==> config.mk <==
export PLATFORM = sky130hd
export DESIGN_NAME = cartridge_bank_mapper_irq_core
export DESIGN_NICKNAME = d
export VERILOG_FILES = /design/src/hw/rtl/cbm_pkg.sv /design/src/hw/rtl/cbm_lookup.sv /design/src/hw/rtl/cartridge_bank_mapper_irq_core.sv
export SDC_FILE = /design/constraint.sdc
export NUM_CORES = 1
export LEC_CHECK = 0
export BUFFER_PORTS_ARGS = -buffer_cell sky130_fd_sc_hd__buf_2
export CAP_MARGIN = 20
export CORE_ASPECT_RATIO = 0.5
export CORE_MARGIN = 5
export CORE_UTILIZATION = 58
export CTS_BUF_LIST = sky130_fd_sc_hd__clkbuf_4 sky130_fd_sc_hd__clkbuf_8
export DETAILED_ROUTE_END_ITERATION = 8
export PLACE_DENSITY_LB_ADDON = 0.15
export REMOVE_ABC_BUFFERS = 1
export SYNTH_ARGS = -nofsm -noshare
export SYNTH_HDL_FRONTEND = slang
export SYNTH_SLANG_ARGS = --single-unit
==> constraint.sdc <==
create_clock -name clk -period 3.8 [get_ports clk]
set_clock_uncertainty 0.2 [all_clocks]
set_input_delay 0.19 -clock clk [delete_from_list [all_inputs] [get_ports clk]]
set_output_delay 0.19 -clock clk [all_outputs]
set_load 0.03 [all_outputs]
==> src/hw/rtl/cbm_pkg.sv <==
// shared types and constants for the cartridge bank mapper with irq counter
package cbm_pkg;

    // action codes carried by a request
    typedef enum logic [2:0] {
        ACT_CPU_WRITE  = 3'd0,
        ACT_CPU_READ   = 3'd1,
        ACT_TICK       = 3'd2,
        ACT_PPU_LOOKUP = 3'd3,
        ACT_CPU_LOOKUP = 3'd4
    } action_t;

    // memory kinds reported by a lookup
    typedef enum logic [2:0] {
        KIND_NONE    = 3'd0,
        KIND_PRG_ROM = 3'd1,
        KIND_PRG_RAM = 3'd2,
        KIND_CHR_ROM = 3'd3,
        KIND_CIRAM   = 3'd4
    } kind_t;

    // board variants
    localparam logic [1:0] VAR_M19    = 2'd0;
    localparam logic [1:0] VAR_M210_1 = 2'd1;
    localparam logic [1:0] VAR_M210_2 = 2'd2;
    localparam logic [1:0] VAR_ALIAS  = 2'd3;

    // configuration register indexes
    localparam logic [1:0] REG_VARIANT     = 2'd0;
    localparam logic [1:0] REG_LAST_PRG    = 2'd1;
    localparam logic [1:0] REG_HARD_MIRROR = 2'd2;

    // nametable mirroring modes
    localparam logic [1:0] MIR_SINGLE0    = 2'd0;
    localparam logic [1:0] MIR_VERTICAL   = 2'd1;
    localparam logic [1:0] MIR_HORIZONTAL = 2'd2;
    localparam logic [1:0] MIR_SINGLE1    = 2'd3;

    // cpu write decode on address bits 15:11
    localparam logic [4:0] PAGE_IRQ_LO  = 5'b01010;
    localparam logic [4:0] PAGE_IRQ_HI  = 5'b01011;
    localparam logic [4:0] PAGE_NT_LO   = 5'b11000;
    localparam logic [4:0] PAGE_NT_HI   = 5'b11011;
    localparam logic [4:0] PAGE_PRG0    = 5'b11100;
    localparam logic [4:0] PAGE_PRG1    = 5'b11101;
    localparam logic [4:0] PAGE_PRG2    = 5'b11110;

    localparam logic [15:0] IRQ_MATCH  = 16'h7FFE;
    localparam logic [7:0]  CIRAM_EDGE = 8'hE0;

    // bank state seen by the address lookup
    typedef struct packed {
        logic [1:0]      variant;
        logic [5:0]      last_prg_bank;
        logic            hard_mirroring;
        logic [7:0][7:0] pattern_banks;
        logic [3:0][7:0] nametable_regs;
        logic [2:0][5:0] prg_banks;
        logic [1:0]      pattern_mode;
        logic [1:0]      mirror_mode;
    } bank_state_t;

    // lookup answer
    typedef struct packed {
        logic        hit;
        kind_t       kind;
        logic [7:0]  bank;
        logic [12:0] offset;
    } map_t;

endpackage

==> src/hw/rtl/cbm_lookup.sv <==
// cpu and ppu address lookup against the bank registers
module cbm_lookup (
    input  cbm_pkg::bank_state_t st,
    input  logic                 ppu_sel,
    input  logic [15:0]          address,
    output cbm_pkg::map_t        map
);

    cbm_pkg::map_t cpu_map;
    cbm_pkg::map_t ppu_map;
    logic [2:0]    pat_slot;
    logic [7:0]    pat_bank;
    logic          pat_mode_bit;
    logic [1:0]    nt_slot;
    logic [7:0]    nt_reg;
    logic          page;

    // cpu side: prg rom windows and prg ram
    always_comb
    begin
        cpu_map = '0;
        if (address[15])
        begin
            cpu_map.hit    = 1'b1;
            cpu_map.kind   = cbm_pkg::KIND_PRG_ROM;
            cpu_map.offset = address[12:0];
            unique case (address[14:13])
                2'd0:    cpu_map.bank = {2'b00, st.prg_banks[0]};
                2'd1:    cpu_map.bank = {2'b00, st.prg_banks[1]};
                2'd2:    cpu_map.bank = {2'b00, st.prg_banks[2]};
                default: cpu_map.bank = {2'b00, st.last_prg_bank};
            endcase
        end
        else if (address[14:13] == 2'b11)
        begin
            if (st.variant == cbm_pkg::VAR_M19)
            begin
                cpu_map.hit    = 1'b1;
                cpu_map.kind   = cbm_pkg::KIND_PRG_RAM;
                cpu_map.offset = address[12:0];
            end
            else if (st.variant == cbm_pkg::VAR_M210_1)
            begin
                // 2 KB mirrored across the window
                cpu_map.hit    = 1'b1;
                cpu_map.kind   = cbm_pkg::KIND_PRG_RAM;
                cpu_map.offset = {2'b00, address[10:0]};
            end
        end
    end

    // ppu side: pattern slots and nametables
    assign pat_slot     = address[12:10];
    assign pat_bank     = st.pattern_banks[pat_slot];
    assign pat_mode_bit = st.pattern_mode[pat_slot[2]];
    assign nt_slot      = address[11:10];
    assign nt_reg       = st.nametable_regs[nt_slot];

    // ciram page for boards with fixed or selectable mirroring
    always_comb
    begin
        if (st.variant == cbm_pkg::VAR_M210_1)
        begin
            page = st.hard_mirroring ? nt_slot[1] : nt_slot[0];
        end
        else
        begin
            unique case (st.mirror_mode)
                cbm_pkg::MIR_SINGLE0:    page = 1'b0;
                cbm_pkg::MIR_VERTICAL:   page = nt_slot[0];
                cbm_pkg::MIR_HORIZONTAL: page = nt_slot[1];
                default:                 page = 1'b1;
            endcase
        end
    end

    always_comb
    begin
        ppu_map        = '0;
        ppu_map.hit    = 1'b1;
        ppu_map.offset = {3'b000, address[9:0]};
        if (!address[13])
        begin
            if (st.variant == cbm_pkg::VAR_M19 && pat_bank >= cbm_pkg::CIRAM_EDGE
                && !pat_mode_bit)
            begin
                ppu_map.kind = cbm_pkg::KIND_CIRAM;
                ppu_map.bank = {7'd0, pat_bank[0]};
            end
            else
            begin
                ppu_map.kind = cbm_pkg::KIND_CHR_ROM;
                ppu_map.bank = pat_bank;
            end
        end
        else if (st.variant == cbm_pkg::VAR_M19)
        begin
            if (nt_reg >= cbm_pkg::CIRAM_EDGE)
            begin
                ppu_map.kind = cbm_pkg::KIND_CIRAM;
                ppu_map.bank = {7'd0, nt_reg[0]};
            end
            else
            begin
                ppu_map.kind = cbm_pkg::KIND_CHR_ROM;
                ppu_map.bank = nt_reg;
            end
        end
        else
        begin
            ppu_map.kind = cbm_pkg::KIND_CIRAM;
            ppu_map.bank = {7'd0, page};
        end
    end

    assign map = ppu_sel ? ppu_map : cpu_map;

endmodule

==> src/hw/rtl/cartridge_bank_mapper_irq_core.sv <==
// top level of the cartridge bank mapper with irq counter
//
//  port group     | handshake                    | payload
//  ---------------+------------------------------+-------------------------------------
//  request in     | item_valid / item_ready      | action, address, data
//  result out     | result_valid / result_ready  | read_data, read_hit, irq_line,
//                 |                              | map_kind, map_bank, map_offset
//  configuration  | psel, penable, pwrite, pready| paddr, pwdata, prdata
//
// one request per cycle sustained while result_ready stays high; an accepted request
// sits in the input register, then decode and state update load the result register
// a stalled result holds the result register and the input register takes one more
// request; after that item_ready drops until result_ready returns; reset clears bank,
// pattern mode and counter state; mirror mode comes up vertical and ram enable set
module cartridge_bank_mapper_irq_core (
    input  logic        clk,
    input  logic        rst_n,
    // request channel
    input  logic        item_valid,
    output logic        item_ready,
    input  logic [2:0]  action,
    input  logic [15:0] address,
    input  logic [7:0]  data,
    // result channel
    output logic        result_valid,
    input  logic        result_ready,
    output logic [7:0]  read_data,
    output logic        read_hit,
    output logic        irq_line,
    output logic [2:0]  map_kind,
    output logic [7:0]  map_bank,
    output logic [12:0] map_offset,
    // configuration port
    input  logic        psel,
    input  logic        penable,
    input  logic        pwrite,
    input  logic [3:0]  paddr,
    input  logic [31:0] pwdata,
    output logic [31:0] prdata,
    output logic        pready
);

    // configuration registers
    logic [1:0] variant_reg;
    logic [5:0] last_prg_bank_reg;
    logic       hard_mirroring_reg;

    // mapper state
    logic [7:0][7:0] pattern_banks_reg,  pattern_banks_next;
    logic [3:0][7:0] nametable_regs_reg, nametable_regs_next;
    logic [2:0][5:0] prg_banks_reg,      prg_banks_next;
    logic [1:0]      pattern_mode_reg,   pattern_mode_next;
    logic            ram_on_reg,         ram_on_next;
    logic [15:0]     irq_count_reg,      irq_count_next;
    logic            irq_on_reg,         irq_on_next;
    logic            irq_ack_reg,        irq_ack_next;
    logic            irq_level_reg,      irq_level_next;
    logic [1:0]      mirror_mode_reg,    mirror_mode_next;

    // input register
    logic        s1_valid_reg;
    logic [2:0]  s1_action_reg;
    logic [15:0] s1_address_reg;
    logic [7:0]  s1_data_reg;

    // result register
    logic        out_valid_reg;
    logic [7:0]  read_data_reg,  read_data_next;
    logic        read_hit_reg,   read_hit_next;
    logic        irq_line_reg;
    logic [2:0]  map_kind_reg;
    logic [7:0]  map_bank_reg;
    logic [12:0] map_offset_reg;
    cbm_pkg::map_t res_map_next;

    logic                 s1_fire;
    logic                 cfg_write;
    logic [1:0]           eff_variant;
    logic [15:0]          count_inc;
    cbm_pkg::bank_state_t bank_state;
    cbm_pkg::map_t        lookup_map;
    cbm_pkg::action_t     act;

    // handshake
    assign s1_fire      = s1_valid_reg && (!out_valid_reg || result_ready);
    assign item_ready   = !s1_valid_reg || s1_fire;
    assign result_valid = out_valid_reg;
    assign pready       = 1'b1;
    assign cfg_write    = psel && penable && pwrite;

    // variant code 3 behaves as submapper 2
    assign eff_variant = (variant_reg == cbm_pkg::VAR_ALIAS) ? cbm_pkg::VAR_M210_2 : variant_reg;
    assign act         = cbm_pkg::action_t'(s1_action_reg);
    assign count_inc   = irq_count_reg + 16'd1;

    assign bank_state.variant        = eff_variant;
    assign bank_state.last_prg_bank  = last_prg_bank_reg;
    assign bank_state.hard_mirroring = hard_mirroring_reg;
    assign bank_state.pattern_banks  = pattern_banks_reg;
    assign bank_state.nametable_regs = nametable_regs_reg;
    assign bank_state.prg_banks      = prg_banks_reg;
    assign bank_state.pattern_mode   = pattern_mode_reg;
    assign bank_state.mirror_mode    = mirror_mode_reg;

    cbm_lookup u_lookup (
        .st      (bank_state),
        .ppu_sel (act == cbm_pkg::ACT_PPU_LOOKUP),
        .address (s1_address_reg),
        .map     (lookup_map)
    );

    // configuration readback
    always_comb
    begin
        unique case (paddr[3:2])
            cbm_pkg::REG_VARIANT:     prdata = {30'd0, variant_reg};
            cbm_pkg::REG_LAST_PRG:    prdata = {26'd0, last_prg_bank_reg};
            cbm_pkg::REG_HARD_MIRROR: prdata = {31'd0, hard_mirroring_reg};
            default:                  prdata = 32'd0;
        endcase
    end

    // request decode and state update
    always_comb
    begin
        pattern_banks_next  = pattern_banks_reg;
        nametable_regs_next = nametable_regs_reg;
        prg_banks_next      = prg_banks_reg;
        pattern_mode_next   = pattern_mode_reg;
        ram_on_next         = ram_on_reg;
        irq_count_next      = irq_count_reg;
        irq_on_next         = irq_on_reg;
        irq_ack_next        = irq_ack_reg;
        irq_level_next      = irq_level_reg;
        mirror_mode_next    = mirror_mode_reg;
        read_data_next      = 8'd0;
        read_hit_next       = 1'b0;
        res_map_next        = '0;

        // only a leaving request, or a variant write for ram enable, touches the state
        if (s1_fire)
        begin
            unique case (act)
                cbm_pkg::ACT_CPU_WRITE:
                begin
                    if (eff_variant != cbm_pkg::VAR_M19 && !s1_address_reg[15])
                    begin
                        // low writes ignored on the 210 boards
                    end
                    else if (s1_address_reg[15:13] == 3'b011)
                    begin
                        // ram write reports its location when enabled
                        if (ram_on_reg)
                        begin
                            res_map_next = lookup_map;
                        end
                    end
                    else
                    begin
                        priority if (s1_address_reg[15:11] == cbm_pkg::PAGE_IRQ_LO)
                        begin
                            irq_count_next = {irq_count_reg[15:8], s1_data_reg};
                            irq_ack_next   = 1'b1;
                        end
                        else if (s1_address_reg[15:11] == cbm_pkg::PAGE_IRQ_HI)
                        begin
                            irq_on_next    = s1_data_reg[7];
                            irq_count_next = {1'b0, s1_data_reg[6:0], irq_count_reg[7:0]};
                            irq_ack_next   = 1'b1;
                        end
                        else if (s1_address_reg[15:14] == 2'b10)
                        begin
                            pattern_banks_next[s1_address_reg[13:11]] = s1_data_reg;
                        end
                        else if (s1_address_reg[15:11] >= cbm_pkg::PAGE_NT_LO
                                 && s1_address_reg[15:11] <= cbm_pkg::PAGE_NT_HI)
                        begin
                            if (eff_variant == cbm_pkg::VAR_M210_1
                                && s1_address_reg[12:11] == 2'd0)
                            begin
                                ram_on_next = s1_data_reg[0];
                            end
                            if (eff_variant == cbm_pkg::VAR_M19)
                            begin
                                nametable_regs_next[s1_address_reg[12:11]] = s1_data_reg;
                            end
                        end
                        else if (s1_address_reg[15:11] == cbm_pkg::PAGE_PRG0)
                        begin
                            if (eff_variant == cbm_pkg::VAR_M210_2)
                            begin
                                mirror_mode_next = s1_data_reg[7:6];
                            end
                            prg_banks_next[0] = s1_data_reg[5:0];
                        end
                        else if (s1_address_reg[15:11] == cbm_pkg::PAGE_PRG1)
                        begin
                            prg_banks_next[1] = s1_data_reg[5:0];
                            if (eff_variant == cbm_pkg::VAR_M19)
                            begin
                                pattern_mode_next = s1_data_reg[7:6];
                            end
                        end
                        else if (s1_address_reg[15:11] == cbm_pkg::PAGE_PRG2)
                        begin
                            prg_banks_next[2] = s1_data_reg[5:0];
                        end
                    end
                end

                cbm_pkg::ACT_CPU_READ:
                begin
                    if (s1_address_reg[15] || s1_address_reg[14:13] == 2'b11)
                    begin
                        read_hit_next = lookup_map.hit;
                        res_map_next  = lookup_map;
                    end
                    else if (s1_address_reg[15:11] == cbm_pkg::PAGE_IRQ_LO)
                    begin
                        read_data_next = irq_count_reg[7:0];
                        read_hit_next  = 1'b1;
                    end
                    else if (s1_address_reg[15:11] == cbm_pkg::PAGE_IRQ_HI)
                    begin
                        read_data_next = irq_count_reg[15:8];
                        read_hit_next  = 1'b1;
                    end
                end

                cbm_pkg::ACT_TICK:
                begin
                    // pending acknowledge drops the line first
                    if (irq_ack_reg)
                    begin
                        irq_level_next = 1'b0;
                        irq_ack_next   = 1'b0;
                    end
                    if (irq_on_reg)
                    begin
                        irq_count_next = count_inc;
                        if (count_inc == cbm_pkg::IRQ_MATCH)
                        begin
                            irq_level_next = 1'b1;
                            irq_on_next    = 1'b0;
                        end
                    end
                end

                cbm_pkg::ACT_PPU_LOOKUP,
                cbm_pkg::ACT_CPU_LOOKUP:
                begin
                    res_map_next = lookup_map;
                end

                default:
                begin
                end
            endcase
        end

        // a miss carries no location
        if (!res_map_next.hit)
        begin
            res_map_next = '0;
        end

        // the user must land configuration writes only while idle; the block has no check
        if (cfg_write && paddr[3:2] == cbm_pkg::REG_VARIANT)
        begin
            ram_on_next = (pwdata[1:0] == cbm_pkg::VAR_M19);
        end
    end

    // configuration registers
    always_ff @(posedge clk or negedge rst_n)
    begin
        if (!rst_n)
        begin
            variant_reg        <= cbm_pkg::VAR_M19;
            last_prg_bank_reg  <= 6'h3F;
            hard_mirroring_reg <= 1'b0;
        end
        else if (cfg_write)
        begin
            if (paddr[3:2] == cbm_pkg::REG_VARIANT)
            begin
                variant_reg <= pwdata[1:0];
            end
            if (paddr[3:2] == cbm_pkg::REG_LAST_PRG)
            begin
                last_prg_bank_reg <= pwdata[5:0];
            end
            if (paddr[3:2] == cbm_pkg::REG_HARD_MIRROR)
            begin
                hard_mirroring_reg <= pwdata[0];
            end
        end
    end

    // mapper state
    always_ff @(posedge clk or negedge rst_n)
    begin
        if (!rst_n)
        begin
            pattern_banks_reg  <= '0;
            nametable_regs_reg <= '0;
            prg_banks_reg      <= '0;
            pattern_mode_reg   <= 2'd0;
            ram_on_reg         <= 1'b1;
            irq_count_reg      <= 16'd0;
            irq_on_reg         <= 1'b0;
            irq_ack_reg        <= 1'b0;
            irq_level_reg      <= 1'b0;
            mirror_mode_reg    <= cbm_pkg::MIR_VERTICAL;
        end
        else if (s1_fire || cfg_write)
        begin
            pattern_banks_reg  <= pattern_banks_next;
            nametable_regs_reg <= nametable_regs_next;
            prg_banks_reg      <= prg_banks_next;
            pattern_mode_reg   <= pattern_mode_next;
            ram_on_reg         <= ram_on_next;
            irq_count_reg      <= irq_count_next;
            irq_on_reg         <= irq_on_next;
            irq_ack_reg        <= irq_ack_next;
            irq_level_reg      <= irq_level_next;
            mirror_mode_reg    <= mirror_mode_next;
        end
    end

    // input register valid
    always_ff @(posedge clk or negedge rst_n)
    begin
        if (!rst_n)
        begin
            s1_valid_reg <= 1'b0;
        end
        else if (item_ready)
        begin
            s1_valid_reg <= item_valid;
        end
    end

    // input register payload
    always_ff @(posedge clk)
    begin
        if (item_ready && item_valid)
        begin
            s1_action_reg  <= action;
            s1_address_reg <= address;
            s1_data_reg    <= data;
        end
    end

    // result register valid
    always_ff @(posedge clk or negedge rst_n)
    begin
        if (!rst_n)
        begin
            out_valid_reg <= 1'b0;
        end
        else if (s1_fire)
        begin
            out_valid_reg <= 1'b1;
        end
        else if (result_ready)
        begin
            out_valid_reg <= 1'b0;
        end
    end

    // result register payload
    always_ff @(posedge clk)
    begin
        if (s1_fire)
        begin
            read_data_reg  <= read_data_next;
            read_hit_reg   <= read_hit_next;
            irq_line_reg   <= irq_level_next;
            map_kind_reg   <= res_map_next.kind;
            map_bank_reg   <= res_map_next.bank;
            map_offset_reg <= res_map_next.offset;
        end
    end

    assign read_data  = read_data_reg;
    assign read_hit   = read_hit_reg;
    assign irq_line   = irq_line_reg;
    assign map_kind   = map_kind_reg;
    assign map_bank   = map_bank_reg;
    assign map_offset = map_offset_reg;

endmodule
==> results.json <==
{
  "ys_types": 78,
  "grt_use_total_pct": 23.1,
  "hold_class": "primary input to flip-flop",
  "cp-end-kind": "flip-flop",
  "vdd_drop_max_mv": 0.273,
  "path_class": "flip-flop to flip-flop",
  "hold_violations": 0,
  "ys_seq_area_share_pct": 55.1,
  "syn_inst": 747,
  "cp_data_arrival_time_ns": 3.21,
  "maxSlewViolCount": 0,
  "io_buffers": 83,
  "fin_nets": 954,
  "finalInstanceArea_mm2": 0.0118,
  "slowest_delay_ns": 0.71,
  "antenna_found_initial": 0,
  "drtIter0Drc": 362,
  "h-tree-depth": 1,
  "floorplan.initialDensity_pct": 58.7,
  "grt_pass1_wl_um": 36900,
  "power_leakage_nw": 5.24,
  "place_congestion": 0.918,
  "num_io_pins": 139,
  "grt_max_degree": 106,
  "status": "completed",
  "clk_pin_slew_worst_paths_ns": 0.07,
  "layout-drive-gt1-share_pct": 38.3,
  "power_switching_mw": 1.53,
  "fin_tns_setup_ns": 0,
  "period_minus_slack_ns": 3.04,
  "fin_util_pct": 68.6,
  "via_per_inst": 5.85,
  "p_int_mw": 3.91,
  "synth_area_mm2": 0.0101,
  "vias": 6659,
  "root_buffer": "clkbuf_8",
  "required_ns": 3.97,
  "synthArstFlopShare_pct": 71.0,
  "setup_viol": 0,
  "area_delta_synth_final_pct": 16.9,
  "grt_pass1_vias": 6751,
  "cts_made_buffers": 30,
  "path_buf_inv": 1,
  "ys_seq_elements": 210,
  "power.density_mw_per_mm2": 461,
  "path_cells": "buf_4 -> mux4_1 -> a31oi_2 -> a221oi_1 -> nor3_1",
  "insertion_delay_ns": 0.58,
  "maxCapViolCount": 0,
  "synth_edf_count": 61,
  "route.detailed.drc": 0,
  "dieArea_mm2": 0.0203,
  "n_antenna_cell": 0,
  "antenna_left": 0,
  "p_sw_share_pct": 28.1,
  "place_area_mm2": 0.0107,
  "avgRoutedWirePerCell_um": 20.5,
  "pwr-share-comb_pct": 13.7,
  "hpwlAfterDp_um": 15200,
  "largest_reg_flops": 114,
  "tightest_slew_ns": 0.958,
  "drt-pass1-iter-count": 5,
  "clock_power_share_pct": 35.2,
  "core-area_mm2": 0.0172,
  "finalCritPeriodShare_pct": 80.1,
  "totalWireLength_um": 23300,
  "relSlewSlack_pct": 36.1,
  "grt_overflow_total": 0,
  "rows": 34,
  "worst_path_max_delay_cell": "edfxtp_1",
  "rsz0062_at_grt": "no",
  "crit_path_start_kind": "flip-flop",
  "clock-sinks": 210,
  "die_x_um": 197,
  "path_max_fanout": 10,
  "timing.fmax_mhz": 329,
  "cts_tree": "done",
  "syn_avg_cell_area_um2": 13.5,
  "p_seq_share_pct": 51.2,
  "die_h_um": 103,
  "synth_flop_cell": "dfrtp_1",
  "crit_family": "compound AO/OA/AOI/OAI gates",
  "clockBufferDepth": 3,
  "ys_warn_count": 0
}
==> cell usage in the layout (no fill, tap or decap), drive strengths merged, types with 26 or more instances in the layout <==
master	instances
conb	27
dlygate4sd3	47
nor2	33
dfrtp	141
edfxtp	61
clkbuf	46
a21oi	31
buf	104
nand2	26
mux2	134
mux4	30
==> worst register-to-register path, stage by stage, from the launching register on <==
cell and delay (ns):
edfxtp_1 0.71, buf_4 0.27, mux4_1 0.68, a31oi_2 0.53
a221oi_1 0.21, nor3_1 0.26
==> what timing repair did <==
item / CTS / global route
setup buffers: 0 / 0
resized for setup: 0 / 0
endpoints found under the hold margin: 142 / 0
hold buffers: 47 / 0
==> worst paths after layout <==
path / depth (start not counted) / slack [ns] / startpoint / end
setup / recovery: 5 / 0.76 / s1_address_reg[10] / map_bank[1]
hold / removal: 5 / 0.06 / pwrite / ram_on_reg
setup reg to reg: 5 / 0.76 / s1_address_reg[10] / map_bank[1]
hold reg to reg: 2 / 0.28 / irq_level_reg / irq_level_reg
max in group asynchronous: 3 / 2.45 / rst_n / last_prg_bank_reg[1]
min in group asynchronous: 2 / 0.12 / rst_n / bank_state[26]
==> final cells by class <==
type | count | area (um2)
multi-input cells | 480 | 4200
flip-flops and latches | 210 | 5570
inverters | 9 | 33.8
fillers | 1245 | 5410
repair buffers | 151 | 1070
clock inverters | 9 | 70.1
well taps | 234 | 293
clock buffers | 46 | 583
==> power groups by stage <==
stage / registers [mW] / clock network [mW] / logic [mW]
detailed placement: 2.82 / 0 / 0.690
global placement: 2.81 / 0 / 0.674
floorplan: 2.80 / 0 / 0.430
CTS: 2.78 / 1.95 / 0.744
finish: 2.79 / 1.92 / 0.744
global route: 2.82 / 2.05 / 0.815
==> cell usage after synthesis (5+ instances only) <==
cell type,count,area (um2)
a221oi_1,6,52.6
a22oi_1,6,45.0
a21oi_1,31,155
mux4_2,23,518
a31oi_1,5,31.3
nor3_1,19,95.1
inv_1,8,30.0
buf_2,14,70.1
nor2_1,29,109
nand4_1,5,31.3
and2_1,19,119
o21ai_0,23,115
buf_4,28,210
nor2b_1,8,50.1
mux2i_1,13,130
mux2_2,134,1510
nand3_1,12,60.1
dfstp_2,8,210
nand2_1,26,97.6
mux4_1,7,184
edfxtp_1,61,1830
clkbuf_1,28,105
dfrtp_1,141,3530
==> cells by family (layout without fill, tap and decap cells) <==
logic type | Yosys count | after routing | synth area share, %
multiplexers | 177 | 177 | 23.2
adder cells (fa/ha/maj) | 2 | 2 | 0.247
buffers and inverters | 82 | 215 | 4.33
AND/OR/NAND/NOR | 168 | 168 | 9.92
other | 2 | 27 | 0.0743
XOR/XNOR | 2 | 2 | 0.173
flip-flops | 210 | 210 | 55.1
AO/OA/AOI/OAI | 104 | 104 | 7.00
==> metrics by stage <==
step	total power, mW	std cells	hold slack (ns)	setup WS (ns)
floorplan	3.23	699	-0.306	0.519
global placement	3.49	1037	0.166	0.820
detailed placement	3.51	1037	0.168	0.840
CTS	5.47	1139	0.0353	0.804
global route	5.68	1139	0.0799	0.651
finish	5.45	1139	0.0584	0.758
==> routing by layer <==
metal | track usage (%) | share of wire (%) | up-vias | wire length [um]
met1 | 31.9 | 44 | 3378 | 10200
li1 | - | - | 3021 | -
met2 | 39.0 | 48 | 208 | 11200
met4 | 6.18 | 2.4 | 0 | 568
met3 | 3.82 | 5.9 | 52 | 1380
met5 | 0 | 0 | - | 0
Power figures use the tool's default switching activity.
